--- src/sv/per_cpu_page_free_list_allocator_core_defines.svh ---
// Assertion helpers shared by the allocator modules.
`ifndef PER_CPU_PAGE_FREE_LIST_ALLOCATOR_CORE_DEFINES_SVH
`define PER_CPU_PAGE_FREE_LIST_ALLOCATOR_CORE_DEFINES_SVH

// same-cycle implication
`define PCPFA_ASSERT_IMPL(lbl, clk, rst, ante, cons) \
   lbl: assert property (@(posedge clk) disable iff (rst) (ante) |-> (cons)) \
      else $error("pcpfa: same-cycle check failed");

// next-cycle implication
`define PCPFA_ASSERT_NEXT(lbl, clk, rst, ante, cons) \
   lbl: assert property (@(posedge clk) disable iff (rst) (ante) |=> (cons)) \
      else $error("pcpfa: next-cycle check failed");

`endif

--- src/sv/pcpfa_pkg.sv ---
package pcpfa_pkg;

   localparam int ADDR_W    = 56;
   localparam int CPU_W     = 3;
   localparam int CSR_IDX_W = 1;
   localparam int CSR_W     = 56;

   localparam int DEF_CPUS       = 8;
   localparam int DEF_PAGES      = 32768;
   localparam int DEF_PAGE_BYTES = 4096;
   // link word: valid bit above the page index
   localparam int DEF_LINK_W     = $clog2(DEF_PAGES) + 1;

   localparam logic [ADDR_W-1:0] LOW_LIMIT_RST  = 56'h0000_0080_000000;
   localparam logic [ADDR_W-1:0] HIGH_LIMIT_RST = 56'h0000_0088_000000;

   typedef enum logic {
      OP_ALLOC = 1'b0,
      OP_FREE  = 1'b1
   } opcode_type;

   typedef enum logic [1:0] {
      STATUS_OK       = 2'd0,
      STATUS_NO_FREE  = 2'd1,
      STATUS_BAD_ADDR = 2'd2
   } status_type;

   typedef enum logic [CSR_IDX_W-1:0] {
      CSR_LOW_LIMIT  = 1'b0,
      CSR_HIGH_LIMIT = 1'b1
   } csr_index_type;

   typedef enum logic [2:0] {
      ST_IDLE,
      ST_CHECK,
      ST_FREE,
      ST_SELECT,
      ST_LINK,
      ST_DONE
   } state_type;

   typedef struct packed {
      logic idle;
      logic capture;
      logic check;
      logic push;
      logic select;
      logic pop;
      logic load;
   } dp_cmd_type;

   typedef struct packed {
      logic none_free;
      logic out_free;
   } dp_status_type;

endpackage

--- src/sv/pcpfa_ctrl.sv ---
`include "per_cpu_page_free_list_allocator_core_defines.svh"

module pcpfa_ctrl import pcpfa_pkg::*; (
   input  logic          clock,
   input  logic          reset,
   input  logic          req_valid,
   input  opcode_type    req_opcode,
   input  dp_status_type stat,
   output dp_cmd_type    cmd
);
   state_type state_ff, state_in;

   always_ff @(posedge clock) begin
      if (reset) begin
         state_ff <= ST_IDLE;
      end else begin
         state_ff <= state_in;
      end
   end

   always_comb begin
      state_in = state_ff;
      unique case (state_ff)
         ST_IDLE: begin
            if (req_valid) begin
               state_in = (req_opcode == OP_FREE) ? ST_CHECK : ST_SELECT;
            end
         end
         ST_CHECK:  state_in = ST_FREE;
         ST_FREE:   state_in = ST_DONE;
         ST_SELECT: state_in = stat.none_free ? ST_DONE : ST_LINK;
         ST_LINK:   state_in = ST_DONE;
         ST_DONE: begin
            if (stat.out_free) begin
               state_in = ST_IDLE;
            end
         end
         default:   state_in = ST_IDLE;
      endcase
   end

   // no word is taken while reset is held
   always_comb begin
      cmd = '0;
      unique case (state_ff)
         ST_IDLE: begin
            cmd.idle    = ~reset;
            cmd.capture = req_valid & ~reset;
         end
         ST_CHECK:  cmd.check  = 1'b1;
         ST_FREE:   cmd.push   = 1'b1;
         ST_SELECT: cmd.select = 1'b1;
         ST_LINK:   cmd.pop    = 1'b1;
         ST_DONE:   cmd.load   = stat.out_free;
         default:   cmd        = '0;
      endcase
   end

   `PCPFA_ASSERT_NEXT(a_empty_skips_link, clock, reset, (state_ff == ST_SELECT) && stat.none_free, state_ff == ST_DONE)
   `PCPFA_ASSERT_NEXT(a_capture_leaves_idle, clock, reset, cmd.capture, state_ff != ST_IDLE)
endmodule

--- config.mk ---
export PLATFORM = sky130hd
export DESIGN_NAME = pcpfa_ctrl
export DESIGN_NICKNAME = d
export VERILOG_FILES = /design/src/sv/pcpfa_pkg.sv /design/src/sv/pcpfa_ctrl.sv
export VERILOG_INCLUDE_DIRS = /design/src /design/src/sv
export SDC_FILE = /design/constraint.sdc
export NUM_CORES = 1
export LEC_CHECK = 0
export BUFFER_PORTS_ARGS = -buffer_cell sky130_fd_sc_hd__buf_2
export CORE_AREA = 2 2 39 41
export CTS_BUF_LIST = sky130_fd_sc_hd__clkbuf_8
export CTS_CLUSTER_DIAMETER = 200
export DETAILED_ROUTE_END_ITERATION = 8
export DIE_AREA = 0 0 41 43
export GPL_TIMING_DRIVEN = 1
export PLACE_DENSITY_LB_ADDON = 0.1
export SETUP_SLACK_MARGIN = 0.1
export SLEW_MARGIN = 20
export SYNTH_ARGS = -nofsm -noshare
export SYNTH_HDL_FRONTEND = slang
export SYNTH_SLANG_ARGS = --single-unit
--- constraint.sdc ---
create_clock -name clock -period 1.4 [get_ports clock]
set_input_delay 0.21 -clock clock [delete_from_list [all_inputs] [get_ports clock]]
set_output_delay 0.21 -clock clock [all_outputs]
set_load 0.005 [all_outputs]
# Word-level counts from Yosys, hierarchy flattened

Index checks and enable logic that the tools add are counted.

Bits in registers: 3
Input port bits: 6
Word-level logic and storage cells: 24

Equal/unequal tests: 7
Multiplexer cells: 11
Bitwise operators: 2
Reductions and logical operators: 3

Operators by type and width:

| operator                                            | number |
|---|---|
| one-hot mux 3 bit (5 select lines)                  | 1 |
| equality test 3 x 2 -> 1 bit, second input constant | 2 |
| equality test 3 bit, second input constant          | 2 |
| 2-to-1 mux 1 bit                                    | 6 |
| 2-to-1 mux 3 bit                                    | 2 |
| 2-to-1 mux 2 bit                                    | 2 |
| != test 2 bit, second input constant                | 2 |
| equality test 3 x 1 -> 1 bit, second input constant | 1 |
| zero test 3 bit                                     | 1 |
| AND reduction 2 bit                                 | 1 |
| OR reduction 2 bit                                  | 1 |
| bitwise AND 1 bit                                   | 1 |
| inverter 1 bit                                      | 1 |

# Longest topological paths before layout

Gate-level depths: netlist of run 1.

Depth in word-level cells: 3
Depth in mapped cells: 3
Gate-level depth less buffers: 3

# Least setup slack after synthesis of run 1

No wires, ideal clock.

Path type: reg2out
Start point: register state_ff[2]
End point: output cmd[5] in the netlist's numbering
Arrival: 0.825 ns
Required time: 1.190 ns
Path slack: 0.365 ns
Stages on the path, launching flop included: 3
Cells stage by stage: dfxtp_1 > nor4_2 > and2_1

RTL lines:

| item                     | RTL line         | RTL |
|---|---|---|
| start: declaration       | pcpfa_ctrl.sv:11 | `state_type state_ff, state_in;` |
| start signal: assignment | pcpfa_ctrl.sv:17 | `state_ff <= state_in;` |
| end: declaration         | pcpfa_ctrl.sv:9  | `output dp_cmd_type cmd` |

==> out/qor.yml, run 1 <==
outcome: "complete, no violations"
fin_area_um2: 314
path_class: "reg -> out"
period_share: 0.911
slew_violations: 0
insertion_delay_ps: 220
tns_ps: 0
power.density_nw_per_um2: 1470
grt_usage: 0.0752
die_h_um: 43
crit_path_max_fanout: 6
post-dp-hpwl_um: 401
clkSlewWorstSetupHoldPaths_ps: 30
syn_avg_cell_area_um2: 7.67
drtPass1Iterations: 2
cts_buffers: 3
largestRegisters: "state_ff (3)"
start_kind: "flop"
antenna_cells: 0
yosysSeqAreaShare: 0.340
rsz0062_at_grt: "true"
crit_path_top_delay_cell: "dfxtp_2"
rrSetupSlack_ps: 480
ys_seq_elements: 3
regMostFlops: "state_ff"
reg2reg_to: "state_ff[0]$_SDFFE_PP0P_"
clock-sinks: 3
die_w_um: 41
whs_path_depth: 2
r2r_cells: 3
core_area_um2: 1380
pwr-share-comb: 0.190
p_switching_mw: 0.125
syn_to_final_growth_pct: 78.0
clock_power_share: 0.531
avgViaCountPerCell: 3.82
top_layer: "met4"
seq_power_share: 0.278
root_buffer: "clkbuf_8"
switching_share: 0.271
placed_area_um2: 256
power_leakage_nw: 0.160
max_stage_delay_ps: 340
final_hold_viol_count: 0
hold_ws_ps: 243
cp.required_ps: 1190
mostFrequentLayoutCell: "buf_2"
hp-class: "in -> reg"
place_congestion: 0.629
peakVddDrop_mv: 0.542
p_int_mw: 0.337
drtAntennaViolNets: 0
cts_tree: "yes"
num_rows: 14
max_freq_mhz: 784
wirelength_um: 526
dr_wl_met3_um: 46
met2_length_um: 253
power_mw: 0.463
drt-wirelength-per-cell_um: 9.56
start_util: 0.127
min_period_ps: 1280
die_area_um2: 1760
fin_skew_ps: 1.51
maxCapViolations: 0
grt_max_degree: 8
drc_errors: 0
postCtsSetupBuffers: 0
ctsHoldBuffers: 0
end_kind: "output port"
synth_nets: 29
netlist_area_um2: 176
layout.nets: 46
first_iter_violations: 1
met1_length_um: 217
ys_warn_count: 0
htreeDepth: 1
r2r_start: "state_ff[0]$_SDFFE_PP0P_"
ys_types: 14
grt_pass1_wl_um: 800
max-slew-margin-rel: 0.869
crit_chain: "nor4_4, and2_1, buf_2"
final_cell_mix: "buf_2, nor2_1, inv_1, clkbuf_8, dfxtp_2"
synthCells: 23
ios: 13
antenna_found_initial: 0
cp_data_arrival_time_ps: 1070
num_vias: 210
grt_pass1_vias: 204
tightest_slew_ps: 195
portBuffers: 12
setup_viol: 0
drive_gt1_frac: 0.513
holdCritStartpoint: "reset"
largest_register_ffs: 3
cts_max_path_buffers: 2
whs_endpoint: "state_ff[2]$_SDFFE_PP0P_"
grt_overflow: 0
## cell families after synthesis
family / synth area share
AOI/OAI and AO/OA: 0.135
DFF: 0.340
and+or+nand+nor: 0.482
buffers and inverters: 0.0426
## per-stage QoR
step,util,std cells,setup slack [ps]
finish,0.227,55,124
global placement,0.185,51,300
CTS,0.220,55,106
floorplan,-,23,365
detailed placement,0.185,51,288
global route,0.227,55,82.0
## how the worst max path moves through the flow
stage | depth (start not counted) | endpoint | start
2_1_floorplan | 2 | cmd[5] | state_ff[2]$_SDFFE_PP0P_
3_3_place_gp | 3 | cmd[5] | state_ff[2]$_SDFFE_PP0P_
3_5_place_dp | 3 | cmd[5] | state_ff[2]$_SDFFE_PP0P_
4_1_cts | 3 | cmd[5] | state_ff[1]$_SDFFE_PP0P_
5_1_grt | 3 | cmd[5] | state_ff[1]$_SDFFE_PP0P_
6_report | 3 | cmd[5] | state_ff[1]$_SDFFE_PP0P_
## layout make-up
| cell class | instances | area, µm² |
|---|---|---|
| repair buffers | 12 | 60.1 |
| clock inverters | 1 | 3.75 |
| clock buffers | 3 | 41.3 |
| multi-input cells | 18 | 118 |
| inverters | 2 | 7.51 |
| flip-flops and latches | 3 | 63.8 |
| well taps | 16 | 20.0 |
| fillers | 165 | 1070 |
## power groups by stage
| stage | logic, mW | registers [mW] | clock network (mW) |
|---|---|---|---|
| 2_1_floorplan | 0.0508 | 0.116 | 0 |
| 3_3_place_gp | 0.0852 | 0.124 | 0 |
| 3_5_place_dp | 0.0855 | 0.123 | 0 |
| 4_1_cts | 0.0855 | 0.124 | 0.258 |
| 5_1_grt | 0.101 | 0.132 | 0.261 |
| 6_report | 0.0879 | 0.129 | 0.246 |
## routing by layer
| layer | track usage | vias up |
|---|---|---|
| li1 | - | 110 |
| met1 | 0.0737 | 91 |
| met2 | 0.0969 | 7 |
| met3 | 0.0157 | 2 |
| met4 | 0.120 | 0 |
| met5 | 0 | - |
## Yosys cell counts
library cell | instances | area (µm²)
nor2b_1 | 1 | 6.26
nor3_1 | 1 | 5.00
nand2_1 | 1 | 3.75
nor4_2 | 1 | 12.5
o221ai_1 | 1 | 8.76
a21oi_1 | 2 | 10.0
inv_1 | 2 | 7.51
nand2b_4 | 1 | 13.8
o21ai_0 | 1 | 5.00
and2_1 | 1 | 6.26
nor4_1 | 1 | 6.26
nor2_1 | 5 | 18.8
dfxtp_1 | 3 | 60.1
nand2b_1 | 2 | 12.5
## repair_timing
item | 4_1_cts | 5_1_grt
gates resized for setup | 2 | 2
pin swaps | 1 | 0
endpoints found under the setup margin | 1 | 1
## critical path, delay by kind of cell (launching register included)
family / cells / cell delay [ps]
DFF: 1 / 340
and+or+nand+nor: 2 / 400
buffers and inverters: 1 / 100
(Power assumes the default switching activity.)
==> run 2, diff against run 1 <==
--- a/config.mk
+++ b/config.mk
@@ -6,13 +6,13 @@
 export SDC_FILE = /design/constraint.sdc
 export NUM_CORES = 1
 export LEC_CHECK = 0
-export BUFFER_PORTS_ARGS = -buffer_cell sky130_fd_sc_hd__buf_2
 export CORE_AREA = 2 2 39 41
 export CTS_BUF_LIST = sky130_fd_sc_hd__clkbuf_8
 export CTS_CLUSTER_DIAMETER = 200
 export DETAILED_ROUTE_END_ITERATION = 8
 export DIE_AREA = 0 0 41 43
-export GPL_TIMING_DRIVEN = 1
+export DONT_BUFFER_PORTS = 1
+export GPL_TIMING_DRIVEN = 0
 export PLACE_DENSITY_LB_ADDON = 0.1
 export SETUP_SLACK_MARGIN = 0.1
 export SLEW_MARGIN = 20
==> constraint.sdc (replaced) <==
create_clock -name clock -period 1.7 [get_ports clock]
set_input_delay 0.255 -clock clock [delete_from_list [all_inputs] [get_ports clock]]
set_output_delay 0.255 -clock clock [all_outputs]
set_load 0.005 [all_outputs]
==> run 2 against run 1 <==
Effect of this change:
- critical path depth fell by 1
- clock power shrank 20%
- hold slack got worse by 130 ps
- utilization shrank 5.2 points
- largest cell class unchanged
- clock skew fell by 1.4 ps
- register-to-register slack improved by 220 ps
- global-route usage fell by 1.1 points
- routed wire length fell by 9.9%
- non-clock buffer count shrank 12
==> out/qor.yml, run 2 (synthesis results as in run 1) <==
first_iter_violations: 0  # -1
largest_register_ffs: 3  # unchanged
avgViaCountPerCell: 4.12  # +7.8%
tns_ps: 0  # unchanged
drtPass1Iterations: 1  # -1
maxCapViolations: 0  # unchanged
peakVddDrop_mv: 0.336  # -38%
drtAntennaViolNets: 0  # unchanged
max_freq_mhz: 727
max_stage_delay_ps: 360  # +20 ps
crit_path_top_delay_cell: "nor4_2"
rrSetupSlack_ps: 700  # +220 ps
drt-wirelength-per-cell_um: 11.0  # +15%
seq_area_um2: 60.1  # -5.9%
outcome: "complete, no violations"
tightest_slew_ps: 301  # +106 ps
placedCellCount: 39  # -24%
min_period_ps: 1380
syn_to_final_growth_pct: 36.9
r2r_start: "state_ff[0]$_SDFFE_PP0P_"
drive_gt1_frac: 0.185  # -0.328
clock-sinks: 3  # unchanged
max-slew-margin-rel: 0.798  # -0.0712
grt_usage: 0.0642  # -0.0110
r2r_cells: 3  # unchanged
slew_violations: 0  # unchanged
path_buf_inv: 0  # -1
cp.required_ps: 1440  # +250 ps
setup_viol: 0  # unchanged
final_hold_viol_count: 0  # unchanged
mostFrequentLayoutCell: "nor2_1"
start_util: 0.127  # unchanged
die_area_um2: 1760  # unchanged
place_congestion: 0.642  # +2.0%
antenna_found_initial: 0  # unchanged
portBuffers: 0  # -12
die_h_um: 43  # unchanged
clkSlewWorstSetupHoldPaths_ps: 30  # about the same
hp-class: "in -> reg"
multi_input_area_um2: 109  # -7.4%
regMostFlops: "state_ff"
grt_max_degree: 8  # unchanged
reg2reg_to: "state_ff[0]$_SDFFE_PP0P_"
final_cells: 43  # -22%
num_rows: 14  # unchanged
cts_max_path_buffers: 2  # unchanged
p_int_mw: 0.257  # -24%
end_kind: "output port"
power.density_nw_per_um2: 1430  # -2.7%
whs_path_depth: 1  # -1
ios: 13  # unchanged
final_cell_mix: "nor2_1, inv_1, clkbuf_8, dfxtp_1"
antenna_cells: 0  # unchanged
holdCritStartpoint: "reset"
wirelength_um: 474  # -9.9%
switching_share: 0.258  # -0.0126
die_w_um: 41  # unchanged
start_kind: "flop"
path_class: "reg -> out"
grt_overflow: 0  # unchanged
cts_tree: "yes"
whs_endpoint: "state_ff[2]$_SDFFE_PP0P_"
critPathLaunch: "state_ff[2]$_SDFFE_PP0P_"
largestRegisters: "state_ff (3)"
pwr-share-comb: 0.138  # -0.052
num_vias: 177  # -16%
seq_power_share: 0.289  # +0.011
clock_power_share: 0.574  # +0.043
core_area_um2: 1380  # unchanged
cts_buffers: 3  # unchanged
insertion_delay_ps: 210  # about the same
htreeDepth: 1  # unchanged
layout.nets: 34  # -26%
cp_data_arrival_time_ps: 1120  # +50 ps
p_switching_mw: 0.0893  # -29%
grt_pass1_wl_um: 745  # -6.9%
crit_chain: "nor4_2, and2_1"
cts_resized: 0  # -2
drc_errors: 0  # unchanged
period_share: 0.809
postCtsSetupBuffers: 0  # unchanged
crit_path_max_fanout: 6  # unchanged
critical-path-top-delay-family: "simple AND/OR/NAND/NOR gates"
fill_cells: 163  # -1.2%
grt_pass1_vias: 192  # -5.9%
fin_skew_ps: 0.138  # -1.37 ps
power_leakage_nw: 0.102  # -37%
root_buffer: "clkbuf_8"
rsz0062_at_grt: "false"
ctsHoldBuffers: 0  # unchanged
[run 2: changes by cell type in the layout (fill, tap and decap cells not counted), sizes merged]
cell  delta
buf     -12
[run 2: metrics by stage]
| stage | instance area [µm²] | hold WS, ps | setup slack (ps) | util | power, mW |
|---|---|---|---|---|---|
| 2_1_floorplan | 176 | 324 | 620 | - | 0.138 |
| 3_3_place_gp | 196 | 328 | 530 | 0.142 | 0.151 |
| 3_5_place_dp | 196 | 330 | 537 | 0.142 | 0.150 |
| 4_1_cts | 241 | 107 | 304 | 0.175 | 0.353 |
| 5_1_grt | 241 | 110 | 261 | 0.175 | 0.367 |
| 6_report | 241 | 111 | 324 | 0.175 | 0.346 |
[run 2: layout make-up]
class	count	share of cell area
sequential	3	0.249
inverter	2	0.0311
clock buffer	3	0.171
multi-input combinational	18	0.451
clock inverter	1	0.0155
tap	16	0.0829
[run 2: worst max-delay path by stage]
stage          cells past startpoint     end  slack (ps)
4_1_cts                            2  cmd[5]         300
6_report                           2  cmd[5]         320
3_5_place_dp                       2  cmd[5]         540
5_1_grt                            2  cmd[5]         260
2_1_floorplan                      2  cmd[5]         620
3_3_place_gp                       2  cmd[5]         530
[run 2: power groups by stage]
stage	clock network [mW]	registers, mW	logic (mW)
2_1_floorplan	0	0.0958	0.0418
3_3_place_gp	0	0.101	0.0491
3_5_place_dp	0	0.101	0.0494
4_1_cts	0.204	0.0998	0.0495
5_1_grt	0.209	0.102	0.0559
6_report	0.198	0.100	0.0476
[run 2: per-layer routing]
metal	global-route usage	vias up	routed length [µm]
li1	-	87	-
met1	0.0705	82	174
met2	0.0844	8	215
met3	0.0471	0	84
met4	0.0400	0	0
met5	0	-	0
==> run 3, diff against run 2 <==
==> constraint.sdc (replaced) <==
create_clock -name clock -period 1.25 [get_ports clock]
set_input_delay 0.1875 -clock clock [delete_from_list [all_inputs] [get_ports clock]]
set_output_delay 0.1875 -clock clock [all_outputs]
set_load 0.005 [all_outputs]
==> run 3 against run 2 <==
Effect of this change:
- combinational power is 69% higher
- sequential cell count stayed put
- sequential power is 42% higher
- count of clock-buffer cells in the layout stayed put
- worst setup slack worse by 290 ps
- die area stayed put
- utilization is 2.0 points higher
- via count is 2.3% higher
- hold slack worse by 74 ps
- largest power group unchanged
==> out/qor.yml, run 3 (synthesis results as in run 1) <==
portBuffers: 0  # unchanged
regMostFlops: "state_ff"
max_freq_mhz: 823
peakVddDrop_mv: 0.458  # +36%
largestRegisters: "state_ff (3)"
fill_cells: 163  # unchanged
drive_gt1_frac: 0.357  # +0.172
whs_path_depth: 1  # unchanged
path_class: "reg -> out"
largest_register_ffs: 3  # unchanged
hp-class: "in -> reg"
clock-sinks: 3  # unchanged
power.density_nw_per_um2: 1830  # +27%
core_area_um2: 1380  # unchanged
min_period_ps: 1220
multi_input_area_um2: 123  # +13%
syn_to_final_growth_pct: 52.5
power_leakage_nw: 0.113  # +11%
avgViaCountPerCell: 4.11  # about the same
rrSetupSlack_ps: 320  # -380 ps
holdCritStartpoint: "reset"
fin_area_um2: 269  # +11%
period_share: 0.972
die_area_um2: 1760  # unchanged
grt_max_degree: 8  # unchanged
grt_usage: 0.0652  # +0.00100
drc_errors: 0  # unchanged
htreeDepth: 1  # unchanged
final_cell_mix: "nor2_1, inv_1, clkbuf_8"
setup_viol: 0  # unchanged
seq_area_um2: 66.3  # +10%
antenna_cells: 0  # unchanged
grt_pass1_wl_um: 745  # unchanged
grt_overflow: 0  # unchanged
antenna_found_initial: 0  # unchanged
cp_data_arrival_time_ps: 1030  # -90 ps
hold_ws_ps: 37.2  # -73.7 ps
placed_area_um2: 196  # unchanged
num_vias: 181  # +2.3%
drtAntennaViolNets: 0  # unchanged
tightest_slew_ps: 240  # -60.4 ps
insertion_delay_ps: 210  # about the same
first_iter_violations: 2  # +2
outcome: "complete, no violations"
wirelength_um: 485  # +2.3%
ctsHoldBuffers: 0  # unchanged
cts_buffers: 3  # unchanged
final_hold_viol_count: 0  # unchanged
r2r_cells: 3  # unchanged
mostFrequentLayoutCell: "nor2_1"
critPathLaunch: "state_ff[1]$_SDFFE_PP0P_"
r2r_start: "state_ff[0]$_SDFFE_PP0P_"
ios: 13  # unchanged
place_congestion: 0.642  # unchanged
drtPass1Iterations: 4  # +3
maxCapViolations: 0  # unchanged
die_h_um: 43  # unchanged
start_kind: "flop"
fin_skew_ps: 0.824  # +0.686 ps
max-slew-margin-rel: 0.839  # +0.0407
cts_max_path_buffers: 2  # unchanged
start_util: 0.127  # unchanged
crit_path_max_fanout: 4  # -2
rsz0062_at_grt: "true"
root_buffer: "clkbuf_8"
layout.nets: 35  # +2.9%
cts_tree: "yes"
drt-wirelength-per-cell_um: 11.0  # about the same
die_w_um: 41  # unchanged
end_kind: "output port"
grt_pass1_vias: 189  # -1.6%
cp.required_ps: 1060  # -380 ps
slew_violations: 0  # unchanged
num_rows: 14  # unchanged
clkSlewWorstSetupHoldPaths_ps: 30  # about the same
## run 3: path summary, 6_finish.rpt
check	to
max	cmd[5]
min	state_ff[2]$_SDFFE_PP0P_
max reg2reg	state_ff[0]$_SDFFE_PP0P_
min reg2reg	state_ff[1]$_SDFFE_PP0P_
## run 3: repair_timing
action,4_1_cts,5_1_grt
setup buffers,1,0
setup endpoints to repair,3,6
pin swaps,2,1
resized for setup,4,2
## run 3: where the power goes
group | internal [mW] | switching [mW] | total (mW)
clock | 0.209 | 0.0599 | 0.269
sequential | 0.114 | 0.0279 | 0.142
combinational | 0.0399 | 0.0405 | 0.0804
total | 0.363 | 0.128 | 0.491
## run 3: layout make-up
cell class              count  area share
clock inverters             1      0.0140
inverters                   2      0.0279
flip-flops and latches      3       0.247
multi-input cells          18       0.456
repair buffers              1      0.0279
well taps                  16      0.0744
clock buffers               3       0.153
## run 3: critical path, stage by stage (launching register included)
cell	delay, ps
dfxtp_4	350
nor4_4	280
and2_1	180
## run 3: layer usage
layer | global-route usage | wire, µm
met5 | 0 | 0
met4 | 0.0400 | 0
met3 | 0.0471 | 83
met2 | 0.0844 | 225
met1 | 0.0737 | 176
## run 3: per-stage QoR
step	std cells	utilization	power [mW]	setup TNS [ps]	setup WS (ps)
after global placement	39	0.142	0.205	0	148
after CTS	44	0.190	0.497	0	12.2
after floorplan	23	-	0.187	0	238
after detailed placement	39	0.142	0.204	0	155
final	44	0.194	0.491	0	34.8
after global routing	44	0.194	0.522	-12.3	-12.3
